==> config.mk <==
export PLATFORM = sky130hd
export DESIGN_NAME = sas_accum
export DESIGN_NICKNAME = d
export VERILOG_FILES = /design/src/sas_pkg.sv /design/src/sas_accum.sv
export SDC_FILE = /design/constraint.sdc
export NUM_CORES = 1
export LEC_CHECK = 0
export BUFFER_PORTS_ARGS = -buffer_cell sky130_fd_sc_hd__clkbuf_2
export CAP_MARGIN = 40
export CORE_ASPECT_RATIO = 0.8
export CORE_MARGIN = 2
export CORE_UTILIZATION = 40
export CTS_CLUSTER_DIAMETER = 100
export DETAILED_ROUTE_END_ITERATION = 6
export PLACE_DENSITY = 0.63
export SYNTH_ARGS = -nofsm -noshare
export SYNTH_HDL_FRONTEND = slang
export SYNTH_SLANG_ARGS = --single-unit
==> constraint.sdc <==
create_clock -name clk -period 2.1 [get_ports clk]
set_input_delay 0.21 -clock clk [delete_from_list [all_inputs] [get_ports clk]]
set_output_delay 0.21 -clock clk [all_outputs]
set_load 0.01 [all_outputs]
==> src/sas_pkg.sv <==
// ----------------------------------------------------------------------------
// sas_pkg: shared types and constants for the suffix absolute area sum block
// Request payloads, result payloads, field widths and accumulator control.
// ----------------------------------------------------------------------------
package sas_pkg;

    localparam int MAX_DIM_DEF = 16;
    localparam int SIZE_W      = 5;
    localparam int IDX_W       = 4;
    localparam int DATA_W      = 16;
    localparam int SUM_W       = 24;

    localparam logic [SIZE_W-1:0] SIZE_RESET = 5'd16;

    localparam logic KIND_WRITE = 1'b0;
    localparam logic KIND_QUERY = 1'b1;

    typedef struct packed {
        logic                     kind;
        logic [IDX_W-1:0]         row;
        logic [IDX_W-1:0]         col;
        logic signed [DATA_W-1:0] value;
    } in_item_t;

    typedef struct packed {
        logic [SUM_W-1:0] abs_sum;
        logic             any_negative;
    } out_item_t;

    typedef struct packed {
        logic clear;      // start of a new query
        logic take;       // read data this cycle belongs to the scan
        logic in_region;  // element lies in the lower-right region
    } accum_ctrl_t;

endpackage

==> src/sas_accum.sv <==
// ----------------------------------------------------------------------------
// sas_accum: scan accumulator
// Saturating sum of magnitudes over the region and a negative-element flag.
// ----------------------------------------------------------------------------
module sas_accum (
    input  logic                         clk,
    input  logic                         rst_n,
    input  sas_pkg::accum_ctrl_t         ctrl,
    input  logic [sas_pkg::DATA_W-1:0]   rd_data,
    output logic [sas_pkg::SUM_W-1:0]    sum,
    output logic                         neg
);
    import sas_pkg::*;

    logic [SUM_W-1:0]  sum_reg, sum_next;
    logic              neg_reg, neg_next;
    logic [DATA_W:0]   mag;
    logic [SUM_W:0]    sum_wide;

    // two's complement magnitude; the most negative value gives 0x8000 exactly
    assign mag = rd_data[DATA_W-1] ? ((DATA_W+1)'(1) << DATA_W) - {1'b0, rd_data}
                                   : {1'b0, rd_data};
    assign sum_wide = {1'b0, sum_reg} + (SUM_W+1)'(mag);

    always_comb
    begin
        sum_next = sum_reg;
        neg_next = neg_reg;
        if (ctrl.clear)
        begin
            sum_next = '0;
            neg_next = 1'b0;
        end
        else if (ctrl.take)
        begin
            if (rd_data[DATA_W-1])
            begin
                neg_next = 1'b1;
            end
            if (ctrl.in_region)
            begin
                sum_next = sum_wide[SUM_W] ? '1 : sum_wide[SUM_W-1:0];
            end
        end
    end

    always_ff @(posedge clk or negedge rst_n)
    begin
        if (!rst_n)
        begin
            sum_reg <= '0;
            neg_reg <= 1'b0;
        end
        else
        begin
            sum_reg <= sum_next;
            neg_reg <= neg_next;
        end
    end

    assign sum = sum_reg;
    assign neg = neg_reg;

endmodule

==> metrics.md, run 1 <==
| Metric | Value |
|---|---|
| CP endpoint kind | flop |
| Routed Antenna Nets | 0 |
| Clock root buffer | clkbuf_8 |
| Warnings, synthesis | 0 |
| Number of synthesized flops with an enable pin | 0 |
| Pin slew with the least headroom to its limit | 0.693 ns |
| CP required | 2.26 ns |
| # IOs | 46 |
| HP Class | in2reg |
| Clk sink count | 25 |
| H-tree Lvls | 1 |
| CP startpoint kind | input port |
| Initial core utilization | 40.9% |
| ANT cells | 0 |
| Die area | 0.00659 mm² |
| Failing checks | setup timing |
| Pre-antenna DRT Iters | 4 |
| RSZ-0062 raised after global routing | yes |
| CTS max path bufs | 2 |
| Fin crit share | 143% |
| Final setup vio count | 24 |
| Max Freq | 0.332 GHz |
| Total power | 1.77 mW |
| P&R area growth vs syn | 54.1% |
| Wire per inst | 14.3 µm |
| Grt met1 use | 31.0% |
| Seq/Total Area, Yosys | 26.3% |
| Top_reg_cell synth | dfrtp_1 |
| Mapped Nets | 313 |
| Placed cell areas | 0.00329 mm² |
| CTS tree | built |
| Largest register FFs | 24 |
| WS Path Type | in2reg |
| GRT Max-Usage Layer | met2 |
| Status | finished with violations |
| Distinct cells, synth | 58 |
| DRC errors left | 0 |
| RD Place Congestion | 0.896 |
| Row count | 25 |
| Largest net degree at the start of global routing | 26 |
| M2 GR Usage | 35.1% |
| Die height | 73.0 µm |
| Async S/R FF share, synth | 100% |
| Flops & latches, synth | 25 |
| Port Buffer Count | 45 |
| Global Route Usage Sum | 21.4% |
| DP Worst Slack | -1.38 ns |
| WL final | 6830 µm |
| DR vias | 2449 |
| Clock Latency Late Sink | 0.29 ns |
| Antenna violations before repair | 0 |
| Finished Cell Area | 0.00367 mm² |
| Max cap viols | 0 |
| Share of layout cells above drive strength 1 | 48.9% |
| Final worst slack | -0.909 ns |
| GR Layer Usage met3 | 2.79% |
| Max-slew violations | 0 |
| Vias per inst | 5.12 |
| WP data arrival | 3.17 ns |
| Worst slew margin | 53.8% |
| First DRT Iteration DRCs | 61 |
| Reg clk slew, reported paths | 0.11 ns |
| Max FO, Critical Path | 4 |
| GRT overflow | 0 |
| Core Box Area | 0.00582 mm² |
| Cell Area, Synth | 0.00238 mm² |
| Clock Skew | 0.00994 ns |
| Nets | 440 |
| CTS Buf Count | 3 |
| Pwr Density | 481 mW/mm² |
| Fin. Hold Viols | 0 |
| Mean Syn Cell Area | 8.79 µm² |
| Max VDD drop | 285 µV |
| Global-route wire length before repair | 11600 µm |
| Vias in the first global route | 2427 |
| DP Wirelength | 5100 µm |
| Pleak | 1.73 nW |
| Syn Inst Count | 271 |
| Die Width | 90.3 µm |
| Crit path time final | 3.01 ns |
[metal layers]
| metal | up-vias | wire [µm] |
|---|---|---|
| met3 | 5 | 227 |
| met5 | - | 0 |
| met2 | 47 | 3070 |
| li1 | 1264 | - |
| met1 | 1133 | 3480 |
| met4 | 0 | 54 |
[final timing paths]
check | slack [ns] | cells past startpoint | from | to
min in group asynchronous | 0.47 | 2 | rst_n | sum[1]$_DFFE_PN0P_
max reg2reg | -0.34 | 9 | sum[0]$_DFFE_PN0P_ | sum[21]$_DFFE_PN0P_
max in group asynchronous | 1.19 | 2 | rst_n | sum[7]$_DFFE_PN0P_
max | -0.91 | 14 | rd_data[3] | sum[21]$_DFFE_PN0P_
min | 0.19 | 3 | ctrl[1] | neg$_DFFE_PN0P_
min reg2reg | 0.55 | 2 | neg$_DFFE_PN0P_ | neg$_DFFE_PN0P_
[critical path: stages]
cell and delay (ns):
buf_6 0.09, or4_4 0.52, or3_4 0.38, or2_4 0.26, o31ai_4 0.21, xnor2_2 0.16, ha_1 0.28, a21oi_2 0.17
o21ai_2 0.08, a21oi_2 0.17, nand2b_4 0.17, and3_4 0.22, and3_4 0.21, nor4_4 0.03
[repair_timing]
| action | CTS | global route |
|---|---|---|
| hold endpoints to repair | 25 | 0 |
| hold buffers | 1 | 0 |
| endpoints found under the setup margin | 24 | 24 |
| gates resized for setup | 26 | 23 |
| buffers inserted | 3 | 4 |
| pin swaps | 25 | 23 |
[cell type report]
cell class | instances | area (µm²)
Fill cell | 507 | 2150
Sequential cell | 25 | 626
Tap cell | 81 | 101
Timing Repair Buffer | 135 | 941
Clock buffer | 3 | 41.3
Multi-Input combinational cell | 227 | 1930
Clock inverter | 1 | 8.76
Inverter | 6 | 22.5
[placed cells by master, fill, tap and decap left out, drive strengths merged, types with 4 or more instances in the layout]
| cell | n |
|---|---|
| nand3 | 6 |
| buf | 90 |
| and3 | 6 |
| a211oi | 11 |
| xor2 | 11 |
| a311oi | 8 |
| and2 | 4 |
| ha | 20 |
| and4 | 4 |
| nand2 | 16 |
| nor2 | 32 |
| o21ai | 14 |
| inv | 7 |
| o31ai | 5 |
| a21o | 7 |
| xnor2 | 17 |
| nor3 | 9 |
| dfrtp | 25 |
| clkbuf | 47 |
| a21oi | 13 |
| o21a | 4 |
| a31oi | 4 |
[report_power, final]
part / switching, mW / internal (mW) / leakage, nW
clock network: 0.194 / 0.140 / 0.0261
registers: 0.0234 / 0.508 / 0.337
logic: 0.442 / 0.458 / 1.37
total: 0.659 / 1.11 / 1.73
[cell families (layout without fill, tap and decap cells)]
| family | count (synthesis) | after routing | share of synthesized area [%] |
|---|---|---|---|
| DFF | 25 | 25 | 26.3 |
| other | 1 | 1 | 0.157 |
| adders and majority gates | 21 | 21 | 11.4 |
| xor gates and xnor gates | 28 | 28 | 10.3 |
| buffers and inverters | 19 | 145 | 3.84 |
| and+or+nand+nor | 93 | 93 | 21.6 |
| AOI/OAI and AO/OA | 84 | 84 | 26.5 |
[stage by stage]
step           util (%)  hold WS [ns]  setup TNS [ns]  cells
2_1_floorplan         -       -0.0856          -24.36    271
3_3_place_gp       56.6         0.275          -29.86    466
3_5_place_dp       56.6         0.284          -31.97    466
4_1_cts            60.3         0.201          -19.63    474
5_1_grt            63.1         0.213          -23.03    478
6_report           63.1         0.194          -20.66    478
[synthesized netlist by cell type, types with 2 or more instances]
| cell type | count | share of area [%] |
|---|---|---|
| a211oi_2 | 2 | 1.1 |
| o21bai_1 | 3 | 0.95 |
| a31oi_1 | 3 | 0.79 |
| a211oi_1 | 9 | 2.8 |
| o211a_1 | 2 | 0.84 |
| o31ai_1 | 4 | 1.3 |
| a311oi_1 | 8 | 2.9 |
| nor2_1 | 32 | 5.0 |
| a21o_1 | 7 | 2.2 |
| and3_4 | 3 | 1.4 |
| inv_1 | 6 | 0.95 |
| clkbuf_1 | 8 | 1.3 |
| o21ai_0 | 12 | 2.5 |
| a31o_2 | 2 | 0.74 |
| and4_1 | 4 | 1.5 |
| buf_4 | 3 | 0.95 |
| nand4_1 | 2 | 0.53 |
| or3_1 | 3 | 0.79 |
| o22ai_1 | 2 | 0.53 |
| xor2_1 | 11 | 4.0 |
| nor3_1 | 8 | 1.7 |
| nand2b_1 | 3 | 0.79 |
| and3_1 | 3 | 0.79 |
| o21a_1 | 3 | 0.95 |
| nand3_1 | 5 | 1.1 |
| nand2_1 | 16 | 2.5 |
| o31a_1 | 2 | 0.74 |
| a21oi_1 | 13 | 2.7 |
| o41ai_1 | 2 | 0.74 |
| xnor2_1 | 17 | 6.3 |
| and2_1 | 3 | 0.79 |
| ha_1 | 20 | 11 |
| dfrtp_1 | 25 | 26 |
Note: power is estimated with default switching activity, not from simulation.
==> run 2: changes to the inputs <==
--- a/config.mk
+++ b/config.mk
@@ -5,6 +5,7 @@
 export SDC_FILE = /design/constraint.sdc
 export NUM_CORES = 1
 export LEC_CHECK = 0
+export ABC_AREA = 1
 export BUFFER_PORTS_ARGS = -buffer_cell sky130_fd_sc_hd__clkbuf_2
 export CAP_MARGIN = 40
 export CORE_ASPECT_RATIO = 0.8
@@ -12,7 +13,7 @@
 export CORE_UTILIZATION = 40
 export CTS_CLUSTER_DIAMETER = 100
 export DETAILED_ROUTE_END_ITERATION = 6
-export PLACE_DENSITY = 0.63
+export PLACE_DENSITY = 0.62
 export SYNTH_ARGS = -nofsm -noshare
 export SYNTH_HDL_FRONTEND = slang
 export SYNTH_SLANG_ARGS = --single-unit
==> metrics.md, run 2 <==
| Metric | Value |
|---|---|
| Status | finished with violations |
| Failing checks | setup timing |
| WP data arrival | 2.59 ns (-0.58 ns) |
| Mux contribution to synthesized area | 0% (unchanged) |
| Die Width | 101 µm (+12%) |
| Top cell type by total area after synthesis | nand2_1 |
| CTS tree | built |
| Routed Antenna Nets | 0 (unchanged) |
| DP Wirelength | 7140 µm (+40%) |
| # IOs | 46 (unchanged) |
| Crit path from | rd_data[0] |
| Initial core utilization | 41.0% (+0.11 points) |
| Die height | 81.7 µm (+12%) |
| Top-count cell post-synth | nand2_1 |
| Hold path startpoint | ctrl[2] |
| Vias in the first global route | 3261 (+34%) |
| Core Box Area | 0.00736 mm² (+26%) |
| Crit path time final | 2.41 ns (-0.602 ns) |
| Fin crit share | 115% (-29 points) |
| Reg clk slew, reported paths | 0.11 ns (about the same) |
| WS Path Type | in2reg |
| Pwr Density | 425 mW/mm² (-12%) |
| Distinct cells, synth | 37 (-36%) |
| Most frequent cells in the layout | nand2_1 (185), buf_4 (83), inv_1 (57), clkbuf_2 (43) |
| Final setup vio count | 24 (unchanged) |
| Number of synthesized flops with an enable pin | 0 (unchanged) |
| Pin slew with the least headroom to its limit | 0.734 ns (+0.0407 ns) |
| Clock root buffer | clkbuf_8 |
| Cell Area, Synth | 0.00302 mm² (+27%) |
| Row count | 28 (+12%) |
| WL final | 9420 µm (+38%) |
| Mean Syn Cell Area | 5.99 µm² (-32%) |
| Largest register FFs | 24 (unchanged) |
| Total Neg Setup Slack | -6.60 ns (+14.06 ns) |
| CP endpoint kind | flop |
| ANT cells | 0 (unchanged) |
| RSZ-0062 raised after global routing | yes |
| Mapped Nets | 546 (+74%) |
| Pre-antenna DRT Iters | 5 (+1) |
| Worst slew margin | 51.1% (-2.7 points) |
| Final core utilization | 60.1% (-3.0 points) |
| Share of layout cells above drive strength 1 | 38.6% (-10 points) |
| CP required | 2.28 ns (+0.02 ns) |
| DRC errors left | 0 (unchanged) |
| Global Route Usage Sum | 23.4% (+2.0 points) |
| Max Freq | 0.415 GHz (+25%) |
| Commonest cells in the synthesized netlist | nand2_1 (214), inv_1 (63), nor2_1 (42) |
| Synth top area cells | nand2_1 (27%), dfrtp_1 (21%), ha_1 (8.3%) |
| Largest family of logic cells by synthesized area | simple AND/OR/NAND/NOR gates |
| Simple-gate share of the synthesized area | 48.4% (+27 points) |
| Seq/Total Area, Yosys | 20.7% (-5.6 points) |
| CTS Buf Count | 3 (unchanged) |
| CTS max path bufs | 2 (unchanged) |
| Vias per inst | 4.75 (-7.2%) |
| Pleak | 2.56 nW (+48%) |
| Nets | 677 (+54%) |
| Max VDD drop | 274 µV (-4.0%) |
| Post-Synth XOR/XNOR Area | 5.80% (-4.5 points) |
| Reg2reg start | sum[0]$_DFFE_PN0P_ |
| H-tree Lvls | 1 (unchanged) |
| Warnings, synthesis | 0 (unchanged) |
| Antenna violations before repair | 0 (unchanged) |
| Max cap viols | 0 (unchanged) |
| Max FO, Critical Path | 8 (+4) |
| Commonest non-fill, non-tap cell in the layout | nand2_1 |
| DR vias | 3442 (+41%) |
| Clk sink count | 25 (unchanged) |
| Clock Skew | 0.00821 ns (-0.00173 ns) |
| Final worst slack | -0.307 ns (+0.602 ns) |
| Global-route wire length before repair | 15200 µm (+32%) |
| HP Class | in2reg |
| Largest net degree at the start of global routing | 26 (unchanged) |
| Die area | 0.00826 mm² (+25%) |
| Max-slew violations | 0 (unchanged) |
| Top-area cell type share of the netlist area | 26.6% (+0.33 points) |
| Post-Synth Adder-Cell Area | 8.95% (-2.4 points) |
| Clock Latency Late Sink | 0.29 ns (about the same) |
| Wire per inst | 13.0 µm (-9.0%) |
| GRT overflow | 0 (unchanged) |
| First DRT Iteration DRCs | 165 (+170%) |
| Port Buffer Count | 45 (unchanged) |
| Async S/R FF share, synth | 100% (unchanged) |
| CP startpoint kind | input port |
| Fin. Hold Viols | 0 (unchanged) |
| Post-synthesis compound-gate area fraction | 4.43% (-22 points) |
| Top_reg_cell synth | dfrtp_1 |
| Flops & latches, synth | 25 (unchanged) |
| RD Place Congestion | 0.944 (+5.3%) |
| Syn Inst Count | 504 (+86%) |
| P&R area growth vs syn | 46.5% |
## run 2: cell types whose count changed in the layout (fill, tap and decap cells not counted), moves of 6 or more
cell	delta
a21o_1	-7
nor2_4	+6
inv_2	+17
a211oi_1	-8
nand3_1	+19
nand2_2	+32
o21ai_0	-6
nand3_2	+11
inv_1	+51
nand2_1	+172
## run 2: worst paths after layout
check | to | cells past startpoint | slack (ns)
min | neg$_DFFE_PN0P_ | 2 | 0.11
min in group asynchronous | sum[9]$_DFFE_PN0P_ | 2 | 0.50
max reg2reg | sum[18]$_DFFE_PN0P_ | 13 | -0.04
max in group asynchronous | sum[16]$_DFFE_PN0P_ | 2 | 1.13
min reg2reg | neg$_DFFE_PN0P_ | 2 | 0.51
max | sum[18]$_DFFE_PN0P_ | 23 | -0.31
## run 2: area by class of cell
type	count	area, µm²
clock inverters	1	5.00
clock buffers	3	41.3
flip-flops and latches	25	626
multi-input cells	394	2380
fillers	733	2940
inverters	78	300
repair buffers	133	956
well taps	90	113
## run 2: timing repair
| action | 4_1_cts | 5_1_grt |
|---|---|---|
| pin swaps | 25 | 33 |
| cloned | 1 | 0 |
| hold buffers | 1 | 0 |
| resized for setup | 30 | 48 |
| hold endpoints to repair | 25 | 0 |
| setup endpoints to repair | 24 | 24 |
| buffers inserted | 11 | 6 |
## run 2: power by group
group	total, mW	internal, mW	switching, mW
combinational	1.02	0.466	0.550
clock	0.325	0.134	0.191
sequential	0.540	0.510	0.0302
## run 2: layer usage
metal  wire length, µm  up-vias  GRT usage, %
met2              4220       87          38.3
li1                  -     1808             -
met1              4640     1537          33.0
met5                 0        -             0
met3               481       10          4.09
met4                68        0          3.11
## run 2: worst max-delay path: stages
cell	delay, ns
clkbuf_16	0.13
inv_4	0.05
ha_4	0.13
inv_4	0.04
nor2_4	0.13
nand3_4	0.10
nor2_4	0.14
a41oi_2	0.11
xor2_1	0.17
ha_1	0.31
nand2_2	0.10
inv_2	0.05
nand2_2	0.08
inv_2	0.04
nand2_1	0.06
inv_2	0.05
nand3_4	0.09
inv_4	0.05
nor2_8	0.17
buf_12	0.17
nand3_2	0.07
nand2_1	0.06
nand2_1	0.06
## run 2: kinds of logic after synthesis
kind of cell | after synthesis
other | 1
flip-flops | 25
XOR/XNOR | 20
adder cells (fa/ha/maj) | 21
buffers and inverters | 85
AND/OR/NAND/NOR | 328
AO/OA/AOI/OAI | 24
## run 2: stage by stage
step | cells | total power [mW] | cell area (µm²) | hold slack [ns] | setup WS (ns)
2_1_floorplan | 504 | 1.06 | 3080 | -0.0856 | -0.236
3_3_place_gp | 702 | 1.41 | 3900 | 0.289 | -0.697
3_5_place_dp | 702 | 1.41 | 3900 | 0.313 | -0.718
4_1_cts | 719 | 1.83 | 4190 | 0.100 | -0.315
5_1_grt | 724 | 2.03 | 4420 | 0.106 | -0.435
6_report | 724 | 1.88 | 4420 | 0.112 | -0.307
